===== config.mk =====
export PLATFORM = sky130hd
export DESIGN_NAME = wpa_rsn_ie_cipher_parser_core_flat
export DESIGN_NICKNAME = d
export VERILOG_FILES = /design/src/sv/wrsn_pkg.sv /design/src/sv/wrsn_if.sv /design/src/sv/wrsn_front.sv /design/src/sv/wrsn_queue.sv /design/src/sv/wrsn_back.sv /design/src/sv/wpa_rsn_ie_cipher_parser_core.sv /design/src/flat_wrapper.sv
export SDC_FILE = /design/constraint.sdc
export NUM_CORES = 1
export LEC_CHECK = 0
export BUFFER_PORTS_ARGS = -buffer_cell sky130_fd_sc_hd__buf_4
export CAP_MARGIN = 20
export CORE_ASPECT_RATIO = 0.9
export CORE_MARGIN = 2
export CORE_UTILIZATION = 50
export CTS_CLUSTER_DIAMETER = 30
export CTS_CLUSTER_SIZE = 40
export DETAILED_ROUTE_END_ITERATION = 6
export HOLD_SLACK_MARGIN = 0.02
export PLACE_DENSITY_LB_ADDON = 0.15
export SETUP_SLACK_MARGIN = 0.5
export SYNTH_ARGS = -nofsm -noshare
export SYNTH_HDL_FRONTEND = slang
export SYNTH_SLANG_ARGS = --single-unit

===== constraint.sdc =====
create_clock -name i_clk -period 13.5 [get_ports i_clk]
set_input_delay 1.35 -clock i_clk [delete_from_list [all_inputs] [get_ports i_clk]]
set_output_delay 1.35 -clock i_clk [all_outputs]
set_load 0.01 [all_outputs]

===== src/sv/wrsn_pkg.sv =====
// shared types and constants of the wpa/rsn information element parser
package wrsn_pkg;

    // element ids, suite ouis and the vendor type for wpa
    localparam logic [7:0]  ID_RSN      = 8'h30;
    localparam logic [7:0]  ID_VENDOR   = 8'hdd;
    localparam logic [7:0]  WPA_TYPE    = 8'h01;
    localparam logic [23:0] OUI_WPA     = 24'h0050f2;
    localparam logic [23:0] OUI_RSN     = 24'h000fac;

    // mask bits for a foreign oui and for the short element default
    localparam logic [15:0] BIT_PROP    = 16'h0080;
    localparam logic [15:0] BIT_DEF     = 16'h0004;

    // version bits
    localparam logic [1:0]  VER_WPA     = 2'd1;
    localparam logic [1:0]  VER_RSN     = 2'd2;

    // smallest clamped element lengths that get parsed
    localparam logic [8:0]  RSN_MIN_LEN = 9'd4;
    localparam logic [8:0]  WPA_MIN_LEN = 9'd8;

    // depth of the queue between front and back
    localparam int QUEUE_DEPTH = 2;

    // kind of the element being walked
    typedef enum logic [1:0] {
        KIND_SKIP = 2'd0,
        KIND_RSN  = 2'd1,
        KIND_WPA  = 2'd2
    } t_kind;

    // parse phase, one-hot
    typedef enum logic [9:0] {
        PH_ID    = 10'b00_0000_0001,
        PH_LEN   = 10'b00_0000_0010,
        PH_SKIP  = 10'b00_0000_0100,
        PH_VHDR  = 10'b00_0000_1000,
        PH_VER   = 10'b00_0001_0000,
        PH_GROUP = 10'b00_0010_0000,
        PH_PCNT  = 10'b00_0100_0000,
        PH_PLIST = 10'b00_1000_0000,
        PH_ACNT  = 10'b01_0000_0000,
        PH_ALIST = 10'b10_0000_0000
    } t_phase;

    // one classified byte as it travels through the queue
    typedef struct packed {
        logic [7:0]  ie_byte;
        logic        first_byte;
        logic        last_byte;
        logic [10:0] total_len;
        t_kind       id_kind;
    } t_item;

    // one result
    typedef struct packed {
        logic [1:0]  ver_seen;
        logic [15:0] group_mask;
        logic [15:0] pairwise_mask;
        logic [15:0] akm_mask;
    } t_result;

endpackage


===== src/sv/wrsn_if.sv =====
// byte input and result output channel interfaces

interface wrsn_in_if;
    logic        valid;
    logic        ready;
    logic [7:0]  ie_byte;
    logic        first_byte;
    logic        last_byte;
    logic [10:0] blob_length;

    modport source (output valid, ie_byte, first_byte, last_byte, blob_length, input ready);
    modport sink   (input valid, ie_byte, first_byte, last_byte, blob_length, output ready);
    modport mon    (input valid, ready, ie_byte, first_byte, last_byte, blob_length);
endinterface

interface wrsn_out_if;
    logic        valid;
    logic        ready;
    logic [1:0]  ver_seen;
    logic [15:0] group_mask;
    logic [15:0] pairwise_mask;
    logic [15:0] akm_mask;

    modport source (output valid, ver_seen, group_mask, pairwise_mask, akm_mask,
                    input ready);
    modport sink   (input valid, ver_seen, group_mask, pairwise_mask, akm_mask,
                    output ready);
    modport mon    (input valid, ready, ver_seen, group_mask, pairwise_mask, akm_mask);
endinterface


===== src/sv/wrsn_front.sv =====
// front end: accepts bytes, clamps the buffer length and classifies element ids
module wrsn_front #(
    parameter int BLOB_BYTES = 1024
) (
    wrsn_in_if.sink         i_in,
    output logic            o_push_valid,
    input  logic            i_push_ready,
    output wrsn_pkg::t_item o_item
);
    import wrsn_pkg::*;

    logic [10:0] w_total;
    t_kind       w_kind;

    // clamp the sampled length to the buffer size
    always_comb begin
        if ({6'b0, i_in.blob_length} > 17'(BLOB_BYTES)) begin
            w_total = 11'(BLOB_BYTES);
        end else begin
            w_total = i_in.blob_length;
        end
    end

    // element kind if this byte turns out to be an element id
    always_comb begin
        if (i_in.ie_byte == ID_RSN) begin
            w_kind = KIND_RSN;
        end else if (i_in.ie_byte == ID_VENDOR) begin
            w_kind = KIND_WPA;
        end else begin
            w_kind = KIND_SKIP;
        end
    end

    // handshake goes straight to the queue
    assign o_push_valid      = i_in.valid;
    assign i_in.ready        = i_push_ready;
    assign o_item.ie_byte    = i_in.ie_byte;
    assign o_item.first_byte = i_in.first_byte;
    assign o_item.last_byte  = i_in.last_byte;
    assign o_item.total_len  = w_total;
    assign o_item.id_kind    = w_kind;

endmodule


===== src/sv/wrsn_queue.sv =====
// short register queue between front and back
module wrsn_queue (
    input  logic            i_clk,
    input  logic            i_rst_n,
    input  logic            i_push_valid,
    output logic            o_push_ready,
    input  wrsn_pkg::t_item i_push_item,
    output logic            o_pop_valid,
    input  logic            i_pop_ready,
    output wrsn_pkg::t_item o_pop_item
);
    import wrsn_pkg::*;

    localparam int PTR_W = (QUEUE_DEPTH > 1) ? $clog2(QUEUE_DEPTH) : 1;
    localparam int CNT_W = $clog2(QUEUE_DEPTH + 1);

    t_item              r_mem [QUEUE_DEPTH];
    logic [PTR_W-1:0]   r_wr_ptr;
    logic [PTR_W-1:0]   r_rd_ptr;
    logic [CNT_W-1:0]   r_count;
    logic               w_push;
    logic               w_pop;

    assign o_push_ready = (r_count != CNT_W'(QUEUE_DEPTH));
    assign o_pop_valid  = (r_count != '0);
    assign o_pop_item   = r_mem[r_rd_ptr];
    assign w_push       = i_push_valid && o_push_ready;
    assign w_pop        = o_pop_valid && i_pop_ready;

    // storage
    always_ff @(posedge i_clk) begin
        if (w_push) begin
            r_mem[r_wr_ptr] <= i_push_item;
        end
    end

    // pointers and fill count
    always_ff @(posedge i_clk) begin
        if (!i_rst_n) begin
            r_wr_ptr <= '0;
            r_rd_ptr <= '0;
            r_count  <= '0;
        end else begin
            if (w_push) begin
                r_wr_ptr <= (r_wr_ptr == PTR_W'(QUEUE_DEPTH - 1)) ? '0 : r_wr_ptr + 1'b1;
            end
            if (w_pop) begin
                r_rd_ptr <= (r_rd_ptr == PTR_W'(QUEUE_DEPTH - 1)) ? '0 : r_rd_ptr + 1'b1;
            end
            if (w_push && !w_pop) begin
                r_count <= r_count + 1'b1;
            end else if (w_pop && !w_push) begin
                r_count <= r_count - 1'b1;
            end
        end
    end

endmodule


===== src/sv/wrsn_back.sv =====
// back end: element walk, suite parsing, mask accumulation and result register
module wrsn_back #(
    parameter int CIPHER_LIMIT = 8,
    parameter int AKM_LIMIT    = 3
) (
    input  logic            i_clk,
    input  logic            i_rst_n,
    input  logic            i_pop_valid,
    output logic            o_pop_ready,
    input  wrsn_pkg::t_item i_item,
    wrsn_out_if.source      o_out
);
    import wrsn_pkg::*;

    // parse state
    logic [1:0]  r_ver,   n_ver;
    logic [15:0] r_grp,   n_grp;
    logic [15:0] r_pair,  n_pair;
    logic [15:0] r_akm,   n_akm;
    logic [10:0] r_pos,   n_pos;
    logic [10:0] r_total, n_total;
    logic [8:0]  r_epos,  n_epos;
    logic [8:0]  r_elen,  n_elen;
    t_kind       r_kind,  n_kind;
    t_phase      r_phase, n_phase;
    logic [15:0] r_cnt,   n_cnt;
    logic [8:0]  r_idx,   n_idx;
    logic [23:0] r_oui,   n_oui;

    // result register
    logic        r_out_valid;
    t_result     r_out;
    logic        w_pop;

    // a last byte waits while the result register is still held
    assign o_pop_ready = !i_item.last_byte || !r_out_valid || o_out.ready;
    assign w_pop       = i_pop_valid && o_pop_ready;

    // next parse state for the byte at the head of the queue
    always_comb begin
        logic [7:0]  v_b;
        logic [8:0]  v_n;
        logic [11:0] v_rem;
        logic [8:0]  v_len;
        logic [23:0] v_own;
        logic [18:0] v_need;
        logic        v_is_p;

        v_b     = i_item.ie_byte;
        n_ver   = r_ver;
        n_grp   = r_grp;
        n_pair  = r_pair;
        n_akm   = r_akm;
        n_pos   = r_pos;
        n_total = r_total;
        n_epos  = r_epos;
        n_elen  = r_elen;
        n_kind  = r_kind;
        n_phase = r_phase;
        n_cnt   = r_cnt;
        n_idx   = r_idx;
        n_oui   = r_oui;
        v_n     = '0;
        v_rem   = '0;
        v_len   = '0;
        v_need  = '0;
        v_is_p  = 1'b0;

        // first byte restarts the walk
        if (i_item.first_byte) begin
            n_ver   = '0;
            n_grp   = '0;
            n_pair  = '0;
            n_akm   = '0;
            n_pos   = '0;
            n_total = i_item.total_len;
            n_epos  = '0;
            n_elen  = '0;
            n_kind  = KIND_SKIP;
            n_cnt   = '0;
            n_phase = PH_ID;
            n_idx   = '0;
            n_oui   = '0;
        end

        v_own = (n_kind == KIND_RSN) ? OUI_RSN : OUI_WPA;

        if (n_pos < n_total) begin
            if (n_phase == PH_ID) begin
                // an id needs a length byte after it in the buffer
                if ({1'b0, n_pos} + 12'd2 <= {1'b0, n_total}) begin
                    n_kind  = i_item.id_kind;
                    n_epos  = 9'd1;
                    n_phase = PH_LEN;
                end
            end else begin
                if (n_phase == PH_LEN) begin
                    // clamp element length to what is left of the buffer
                    v_rem  = {1'b0, n_total} - {1'b0, n_pos} + 12'd1;
                    v_len  = {1'b0, v_b} + 9'd2;
                    n_elen = ({3'b0, v_len} > v_rem) ? v_rem[8:0] : v_len;
                    n_epos = 9'd2;
                    n_idx  = '0;
                    n_oui  = '0;
                    if (n_kind == KIND_RSN && n_elen >= RSN_MIN_LEN) begin
                        n_ver   = n_ver | VER_RSN;
                        n_phase = PH_VER;
                    end else if (n_kind == KIND_WPA && n_elen >= WPA_MIN_LEN) begin
                        n_phase = PH_VHDR;
                    end else begin
                        n_phase = PH_SKIP;
                    end
                end else begin
                    v_n = n_epos + 9'd1;
                    case (n_phase)
                        // vendor oui and type
                        PH_VHDR: begin
                            if (n_idx < 9'd3) begin
                                n_oui = {n_oui[15:0], v_b};
                                n_idx = n_idx + 9'd1;
                            end else if (n_oui == OUI_WPA && v_b == WPA_TYPE) begin
                                n_ver   = n_ver | VER_WPA;
                                n_phase = PH_VER;
                                n_idx   = '0;
                                n_oui   = '0;
                            end else begin
                                n_phase = PH_SKIP;
                                n_idx   = '0;
                                n_oui   = '0;
                            end
                        end
                        // two version bytes, then defaults if no group suite fits
                        PH_VER: begin
                            if (n_idx == '0) begin
                                n_idx = 9'd1;
                            end else if ({1'b0, n_elen} < {1'b0, v_n} + 10'd4) begin
                                n_grp   = n_grp | BIT_DEF;
                                n_pair  = n_pair | BIT_DEF;
                                n_akm   = n_akm | BIT_DEF;
                                n_phase = PH_SKIP;
                                n_idx   = '0;
                                n_oui   = '0;
                            end else begin
                                n_phase = PH_GROUP;
                                n_idx   = '0;
                                n_oui   = '0;
                            end
                        end
                        // group suite
                        PH_GROUP: begin
                            if (n_idx < 9'd3) begin
                                n_oui = {n_oui[15:0], v_b};
                                n_idx = n_idx + 9'd1;
                            end else begin
                                if (n_oui != v_own) begin
                                    n_grp = n_grp | BIT_PROP;
                                end else if (v_b < 8'd16) begin
                                    n_grp = n_grp | (16'd1 << v_b[3:0]);
                                end
                                if ({1'b0, n_elen} < {1'b0, v_n} + 10'd2) begin
                                    n_pair  = n_pair | BIT_DEF;
                                    n_akm   = n_akm | BIT_DEF;
                                    n_phase = PH_SKIP;
                                end else begin
                                    n_phase = PH_PCNT;
                                end
                                n_idx = '0;
                                n_oui = '0;
                            end
                        end
                        // little endian suite counts
                        PH_PCNT, PH_ACNT: begin
                            v_is_p = (n_phase == PH_PCNT);
                            if (n_idx == '0) begin
                                n_cnt = {8'b0, v_b};
                                n_idx = 9'd1;
                            end else begin
                                n_cnt  = {v_b, n_cnt[7:0]};
                                v_need = {10'b0, v_n} + {1'b0, n_cnt, 2'b00};
                                n_idx  = '0;
                                n_oui  = '0;
                                if ({10'b0, n_elen} < v_need) begin
                                    n_phase = PH_SKIP;
                                end else if (v_is_p) begin
                                    if (n_cnt == '0) begin
                                        n_phase = ({1'b0, n_elen} < {1'b0, v_n} + 10'd2) ?
                                                  PH_SKIP : PH_ACNT;
                                    end else begin
                                        n_phase = PH_PLIST;
                                    end
                                end else begin
                                    n_phase = (n_cnt == '0) ? PH_SKIP : PH_ALIST;
                                end
                            end
                        end
                        // pairwise and key management suite lists
                        PH_PLIST, PH_ALIST: begin
                            v_is_p = (n_phase == PH_PLIST);
                            if (n_idx[1:0] != 2'd3) begin
                                n_oui = {n_oui[15:0], v_b};
                            end else if (v_is_p) begin
                                if (n_oui != v_own) begin
                                    n_pair = n_pair | BIT_PROP;
                                end else if (v_b <= 8'(CIPHER_LIMIT)) begin
                                    n_pair = n_pair | (16'd1 << v_b[3:0]);
                                end
                            end else begin
                                if (n_oui != v_own) begin
                                    n_akm = n_akm | BIT_PROP;
                                end else if (v_b <= 8'(AKM_LIMIT)) begin
                                    n_akm = n_akm | (16'd1 << v_b[3:0]);
                                end
                            end
                            n_idx = n_idx + 9'd1;
                            if ({9'b0, n_idx} == {n_cnt, 2'b00}) begin
                                if (v_is_p) begin
                                    n_phase = ({1'b0, n_elen} < {1'b0, v_n} + 10'd2) ?
                                              PH_SKIP : PH_ACNT;
                                end else begin
                                    n_phase = PH_SKIP;
                                end
                                n_idx = '0;
                                n_oui = '0;
                            end
                        end
                        default: begin
                        end
                    endcase
                    n_epos = v_n;
                end
                // element done
                if (n_epos >= n_elen) begin
                    n_phase = PH_ID;
                end
            end
            n_pos = n_pos + 11'd1;
        end
    end

    // parse state registers
    always_ff @(posedge i_clk) begin
        if (!i_rst_n) begin
            r_ver   <= '0;
            r_grp   <= '0;
            r_pair  <= '0;
            r_akm   <= '0;
            r_pos   <= '0;
            r_total <= '0;
            r_epos  <= '0;
            r_elen  <= '0;
            r_kind  <= KIND_SKIP;
            r_phase <= PH_ID;
            r_cnt   <= '0;
            r_idx   <= '0;
            r_oui   <= '0;
        end else if (w_pop) begin
            r_ver   <= n_ver;
            r_grp   <= n_grp;
            r_pair  <= n_pair;
            r_akm   <= n_akm;
            r_pos   <= n_pos;
            r_total <= n_total;
            r_epos  <= n_epos;
            r_elen  <= n_elen;
            r_kind  <= n_kind;
            r_phase <= n_phase;
            r_cnt   <= n_cnt;
            r_idx   <= n_idx;
            r_oui   <= n_oui;
        end
    end

    // result register valid
    always_ff @(posedge i_clk) begin
        if (!i_rst_n) begin
            r_out_valid <= 1'b0;
        end else if (w_pop && i_item.last_byte) begin
            r_out_valid <= 1'b1;
        end else if (o_out.ready) begin
            r_out_valid <= 1'b0;
        end
    end

    // result payload
    always_ff @(posedge i_clk) begin
        if (w_pop && i_item.last_byte) begin
            r_out.ver_seen      <= n_ver;
            r_out.group_mask    <= n_grp;
            r_out.pairwise_mask <= n_pair;
            r_out.akm_mask      <= n_akm;
        end
    end

    assign o_out.valid         = r_out_valid;
    assign o_out.ver_seen      = r_out.ver_seen;
    assign o_out.group_mask    = r_out.group_mask;
    assign o_out.pairwise_mask = r_out.pairwise_mask;
    assign o_out.akm_mask      = r_out.akm_mask;

endmodule


===== src/sv/wpa_rsn_ie_cipher_parser_core.sv =====
// top level of the wpa/rsn information element cipher parser
// The parser takes one byte of an information element buffer per cycle while the queue has
// room and returns one result (version seen and group, pairwise and key management suite
// masks) for each byte flagged last. The front end classifies each byte and places it in a
// two-entry queue; the back end walks the element headers and updates the parse state for
// one byte per cycle, so the sustained rate is one byte per clock unless a last byte waits
// on a held result. A result is written into the output register when the back end takes
// its last byte from the queue. While a result waits on the output, bytes keep flowing; only
// a further last byte holds in the queue until the waiting result has been transferred.
module wpa_rsn_ie_cipher_parser_core #(
    parameter int CIPHER_LIMIT = 8,
    parameter int AKM_LIMIT    = 3,
    parameter int BLOB_BYTES   = 1024
) (
    input  logic       i_clk,
    input  logic       i_rst_n,
    wrsn_in_if.sink    i_in,
    wrsn_out_if.source o_out
);
    import wrsn_pkg::*;

    logic  w_push_valid;
    logic  w_push_ready;
    t_item w_push_item;
    logic  w_pop_valid;
    logic  w_pop_ready;
    t_item w_pop_item;

    // classification
    wrsn_front #(
        .BLOB_BYTES (BLOB_BYTES)
    ) u_front (
        .i_in         (i_in),
        .o_push_valid (w_push_valid),
        .i_push_ready (w_push_ready),
        .o_item       (w_push_item)
    );

    // decoupling queue
    wrsn_queue u_queue (
        .i_clk        (i_clk),
        .i_rst_n      (i_rst_n),
        .i_push_valid (w_push_valid),
        .o_push_ready (w_push_ready),
        .i_push_item  (w_push_item),
        .o_pop_valid  (w_pop_valid),
        .i_pop_ready  (w_pop_ready),
        .o_pop_item   (w_pop_item)
    );

    // parser
    wrsn_back #(
        .CIPHER_LIMIT (CIPHER_LIMIT),
        .AKM_LIMIT    (AKM_LIMIT)
    ) u_back (
        .i_clk       (i_clk),
        .i_rst_n     (i_rst_n),
        .i_pop_valid (w_pop_valid),
        .o_pop_ready (w_pop_ready),
        .i_item      (w_pop_item),
        .o_out       (o_out)
    );

endmodule


===== src/flat_wrapper.sv =====
// flat-port wrapper written by rule: the top's interface ports become plain ports
module wpa_rsn_ie_cipher_parser_core_flat import wrsn_pkg::*;
#(
    parameter int CIPHER_LIMIT = 8,
    parameter int AKM_LIMIT    = 3,
    parameter int BLOB_BYTES   = 1024
)
  (i_clk, i_rst_n, i_in_valid, i_in_ie_byte, i_in_first_byte, i_in_last_byte, i_in_blob_length, i_in_ready, o_out_valid, o_out_ver_seen, o_out_group_mask, o_out_pairwise_mask, o_out_akm_mask, o_out_ready);
  wrsn_in_if i_in_i ();
  wrsn_out_if o_out_i ();
  input  logic i_clk;
  input  logic i_rst_n;
  input wire logic [$bits(i_in_i.valid)-1:0] i_in_valid;
  input wire logic [$bits(i_in_i.ie_byte)-1:0] i_in_ie_byte;
  input wire logic [$bits(i_in_i.first_byte)-1:0] i_in_first_byte;
  input wire logic [$bits(i_in_i.last_byte)-1:0] i_in_last_byte;
  input wire logic [$bits(i_in_i.blob_length)-1:0] i_in_blob_length;
  output wire logic [$bits(i_in_i.ready)-1:0] i_in_ready;
  output wire logic [$bits(o_out_i.valid)-1:0] o_out_valid;
  output wire logic [$bits(o_out_i.ver_seen)-1:0] o_out_ver_seen;
  output wire logic [$bits(o_out_i.group_mask)-1:0] o_out_group_mask;
  output wire logic [$bits(o_out_i.pairwise_mask)-1:0] o_out_pairwise_mask;
  output wire logic [$bits(o_out_i.akm_mask)-1:0] o_out_akm_mask;
  input wire logic [$bits(o_out_i.ready)-1:0] o_out_ready;
  assign i_in_i.valid = i_in_valid;
  assign i_in_i.ie_byte = i_in_ie_byte;
  assign i_in_i.first_byte = i_in_first_byte;
  assign i_in_i.last_byte = i_in_last_byte;
  assign i_in_i.blob_length = i_in_blob_length;
  assign i_in_ready = i_in_i.ready;
  assign o_out_valid = o_out_i.valid;
  assign o_out_ver_seen = o_out_i.ver_seen;
  assign o_out_group_mask = o_out_i.group_mask;
  assign o_out_pairwise_mask = o_out_i.pairwise_mask;
  assign o_out_akm_mask = o_out_i.akm_mask;
  assign o_out_i.ready = o_out_ready;
  wpa_rsn_ie_cipher_parser_core #(.CIPHER_LIMIT(CIPHER_LIMIT), .AKM_LIMIT(AKM_LIMIT), .BLOB_BYTES(BLOB_BYTES)) u_core (.i_clk(i_clk), .i_rst_n(i_rst_n), .i_in(i_in_i), .o_out(o_out_i));
endmodule

==> out/qor.csv <==
metric;value;unit
status;completed;
drive_gt1_share;13.89;%
wl_per_cell;19.79;um
ioPinCount;77;
cts_tree;done;
path_clk_slew;50;ps
power.static_leakage;6.799;nW
cp_max_fo;68;
drc;0;
async_flop_share;0;%
synth_edf_count;96;
fin_setup_tns;0;ps
min_period_over_period;69.10;%
cts-root-buf;clkbuf_16;
antenna_found_initial;0;
post_dp_cell_area;15660;sq um
drv_cap;0;
cp-end-kind;flip-flop;
path_class;reg -> reg;
cts_resized;0;
fin_ws;4171;ps
drtIter0Drc;1310;
cts_buffers;54;
hold_path_class;reg -> reg;
fmax;107.2;MHz
ys_seq_elements;253;
yosysWarnings;0;
grt_pass1_vias;12217;
fin_worst_skew;15.89;ps
hold_buffers;0;
syn_to_final_growth;18.92;%
core_area;29010;sq um
postSynthCellCount;1657;
critPathArrivalTime;9850;ps
fp-row-count;59;
die_y;167;um
hpwl;30460;um
initial_core_util;50.88;%
clk_latency;590;ps
firstDrtPassIters;6;
fillers;2487;
die_w;185.1;um
grt_overflow;0;
preCtsSetupSlack;4344;ps
grt_pass1_wl;68450;um
ys_types;96;
fin_nets;1854;
ctsLongestPathBuffers;3;
post_drt_via_cell_ratio;5.943;
place_congestion;0.9437;
vias;12919;
max_stage_delay;840;ps
final_core_util;60.50;%
syn_area;14760;sq um
grt_usage;28.05;%
wl;43020;um
cts_setup_buffers;0;
total_power;0.003680;W
period_needed;9329;ps
ant_nets;0;
cts.sinks;253;
setup_viol;0;
final_area;17550;sq um
grt_max_degree;82;
rsz0062_at_grt;no;
ys_seq_area_share;40.82;%
worst_pin_slew;1062;ps
syn_avg_cell_area;8.908;sq um
synth_nets;1779;
power_density;209.7;nW/um^2
slew_headroom;28.30;%
die_area;30910;sq um
cts_max_level;2;
cp_slowest_cell;mux2i_4;
antenna_cells;0;
required;14030;ps
max-vdd-ir-drop;0.0001489;V
synthFlopType;dfxtp_1;
finalMaxSlewViolations;0;
start_kind;flip-flop;
finalHoldViolations;0;
io_buffers;76;
[power breakdown]
part	internal, W	switching, W	total (W)
sequential	0.000903	0.0000488	0.000952
combinational	0.000471	0.000923	0.00139
clock	0.000854	0.000481	0.00133
total	0.00223	0.00145	0.00368
[layout make-up]
class | instances | area, sq um | area share [%]
Inverter | 53 | 198.9 | 1.133
Tap cell | 396 | 495.5 | 2.823
Timing Repair Buffer | 98 | 760.7 | 4.334
Multi-Input combinational cell | 1272 | 8193 | 46.67
Clock buffer | 61 | 1378 | 7.848
Sequential cell | 253 | 6027 | 34.34
Clock inverter | 41 | 500.5 | 2.851
[per-layer routing]
layer	global-route usage (%)	part of all wire [%]	up-vias
met2	42.32	44	528
li1	-	-	6185
met1	40.87	46	6133
met5	0	0	-
met4	8.006	2.1	0
met3	5.358	8.0	73
[through the flow]
stage               std cells  hold WS [ps]
floorplan                1657         422.7
global placement         2070         434.0
detailed placement       2071         441.5
CTS                      2173         446.4
global route             2174         476.1
finish                   2174         444.2
[critical path, delay by kind of cell, from the launching register on]
kind                       cells  cell delay [ps]
AOI/OAI and AO/OA             14             2850
buffers and inverters          5             1720
and+or+nand+nor                7             1490
muxes                          3             1330
adders and majority gates      4             1240
DFF                            1              310
xor gates and xnor gates       1              270
[cells in the final DEF (no fill, tap or decap), types with 11 or more instances in the layout]
| cell | synthesis | final |
|---|---|---|
| mux2_2 | 14 | 14 |
| ha_1 | 95 | 95 |
| nor2b_1 | 21 | 21 |
| a22o_1 | 20 | 20 |
| buf_4 | 0 | 96 |
| nand2b_1 | 16 | 16 |
| and2_1 | 42 | 42 |
| nor4_1 | 16 | 16 |
| edfxtp_1 | 96 | 96 |
| nand3_1 | 59 | 59 |
| o31ai_1 | 13 | 13 |
| a22oi_1 | 38 | 38 |
| and3_1 | 28 | 28 |
| o211ai_1 | 11 | 11 |
| xnor2_1 | 40 | 40 |
| o21a_1 | 19 | 19 |
| clkbuf_16 | 0 | 54 |
| a21o_1 | 15 | 15 |
| nor2_1 | 174 | 172 |
| o21ai_1 | 14 | 14 |
| xor2_1 | 24 | 24 |
| dfxtp_1 | 157 | 156 |
| nand2_1 | 205 | 204 |
| inv_1 | 50 | 50 |
| a21oi_1 | 83 | 83 |
| a31oi_1 | 11 | 11 |
| nand4_1 | 18 | 18 |
| o21ai_0 | 89 | 89 |
| mux2i_1 | 29 | 29 |
| nor3_1 | 32 | 32 |
[registers in the layout (all words and copies together) (netlist names), 2 cells and up, named ones only]
name                               flops
u_core.u_back.o_out.akm_mask          16
u_core.u_back.o_out.group_mask        16
u_core.u_back.o_out.pairwise_mask     16
u_core.u_back.o_out.ver_seen           2
u_core.u_back.r_akm                   16
u_core.u_back.r_cnt                   16
u_core.u_back.r_elen                   9
u_core.u_back.r_epos                   9
u_core.u_back.r_grp                   16
u_core.u_back.r_idx                    9
u_core.u_back.r_kind                   2
u_core.u_back.r_oui                   24
u_core.u_back.r_pair                  16
u_core.u_back.r_phase                 10
u_core.u_back.r_pos                   11
u_core.u_back.r_total                 11
u_core.u_back.r_ver                    2
u_core.u_queue.r_count                 2
u_core.u_queue.r_mem                  46
[synthesized netlist by cell type, drive strengths merged (5+ instances only)]
| cell | instances | area, sq um |
|---|---|---|
| a22o | 20 | 175.2 |
| o22ai | 5 | 31.28 |
| buf | 26 | 155.2 |
| dfxtp | 157 | 3143 |
| o21ai | 104 | 524.3 |
| a22oi | 38 | 285.3 |
| nor2 | 176 | 665.6 |
| clkbuf | 53 | 200.2 |
| nor4 | 19 | 146.4 |
| and2 | 44 | 275.3 |
| edfxtp | 96 | 2883 |
| a21oi | 84 | 424.2 |
| a211oi | 7 | 80.08 |
| nand4 | 18 | 112.6 |
| a31oi | 12 | 81.33 |
| inv | 51 | 191.4 |
| a21o | 15 | 112.6 |
| mux2i | 30 | 312.8 |
| nand4b | 6 | 52.55 |
| nand3 | 59 | 295.3 |
| ha | 95 | 1189 |
| o21a | 21 | 160.2 |
| or2 | 10 | 62.56 |
| o211ai | 11 | 82.58 |
| nor2b | 21 | 131.4 |
| nor3 | 33 | 170.2 |
| and3 | 28 | 175.2 |
| o31ai | 13 | 97.59 |
| nand2b | 16 | 100.1 |
| mux2 | 15 | 172.7 |
| nand3b | 9 | 71.32 |
| xnor2 | 40 | 350.3 |
| or4 | 7 | 52.55 |
| xor2 | 24 | 210.2 |
| or3 | 9 | 56.30 |
| a2111oi | 7 | 61.31 |
| nand2 | 205 | 769.5 |
[final timing paths]
check	from	to	slack, ps	cells past startpoint
min	u_core.u_back.r_elen[7]	u_core.u_back.r_elen[7]	440	2
max	flip-flop	u_core.u_back.r_phase[6]	4170	34
min reg2reg	u_core.u_back.r_elen[7]	u_core.u_back.r_elen[7]	440	2
max reg2reg	flip-flop	u_core.u_back.r_phase[6]	4170	34
[cell families after synthesis]
group | count (synthesis) | synth area share (%)
fa+ha+maj | 97 | 8.324
flops | 253 | 40.82
simple gates | 680 | 22.48
mux | 45 | 3.289
buf+inv | 132 | 3.755
compound gates | 386 | 17.53
xor+xnor | 64 | 3.798
Power figures use the tool's default switching activity.
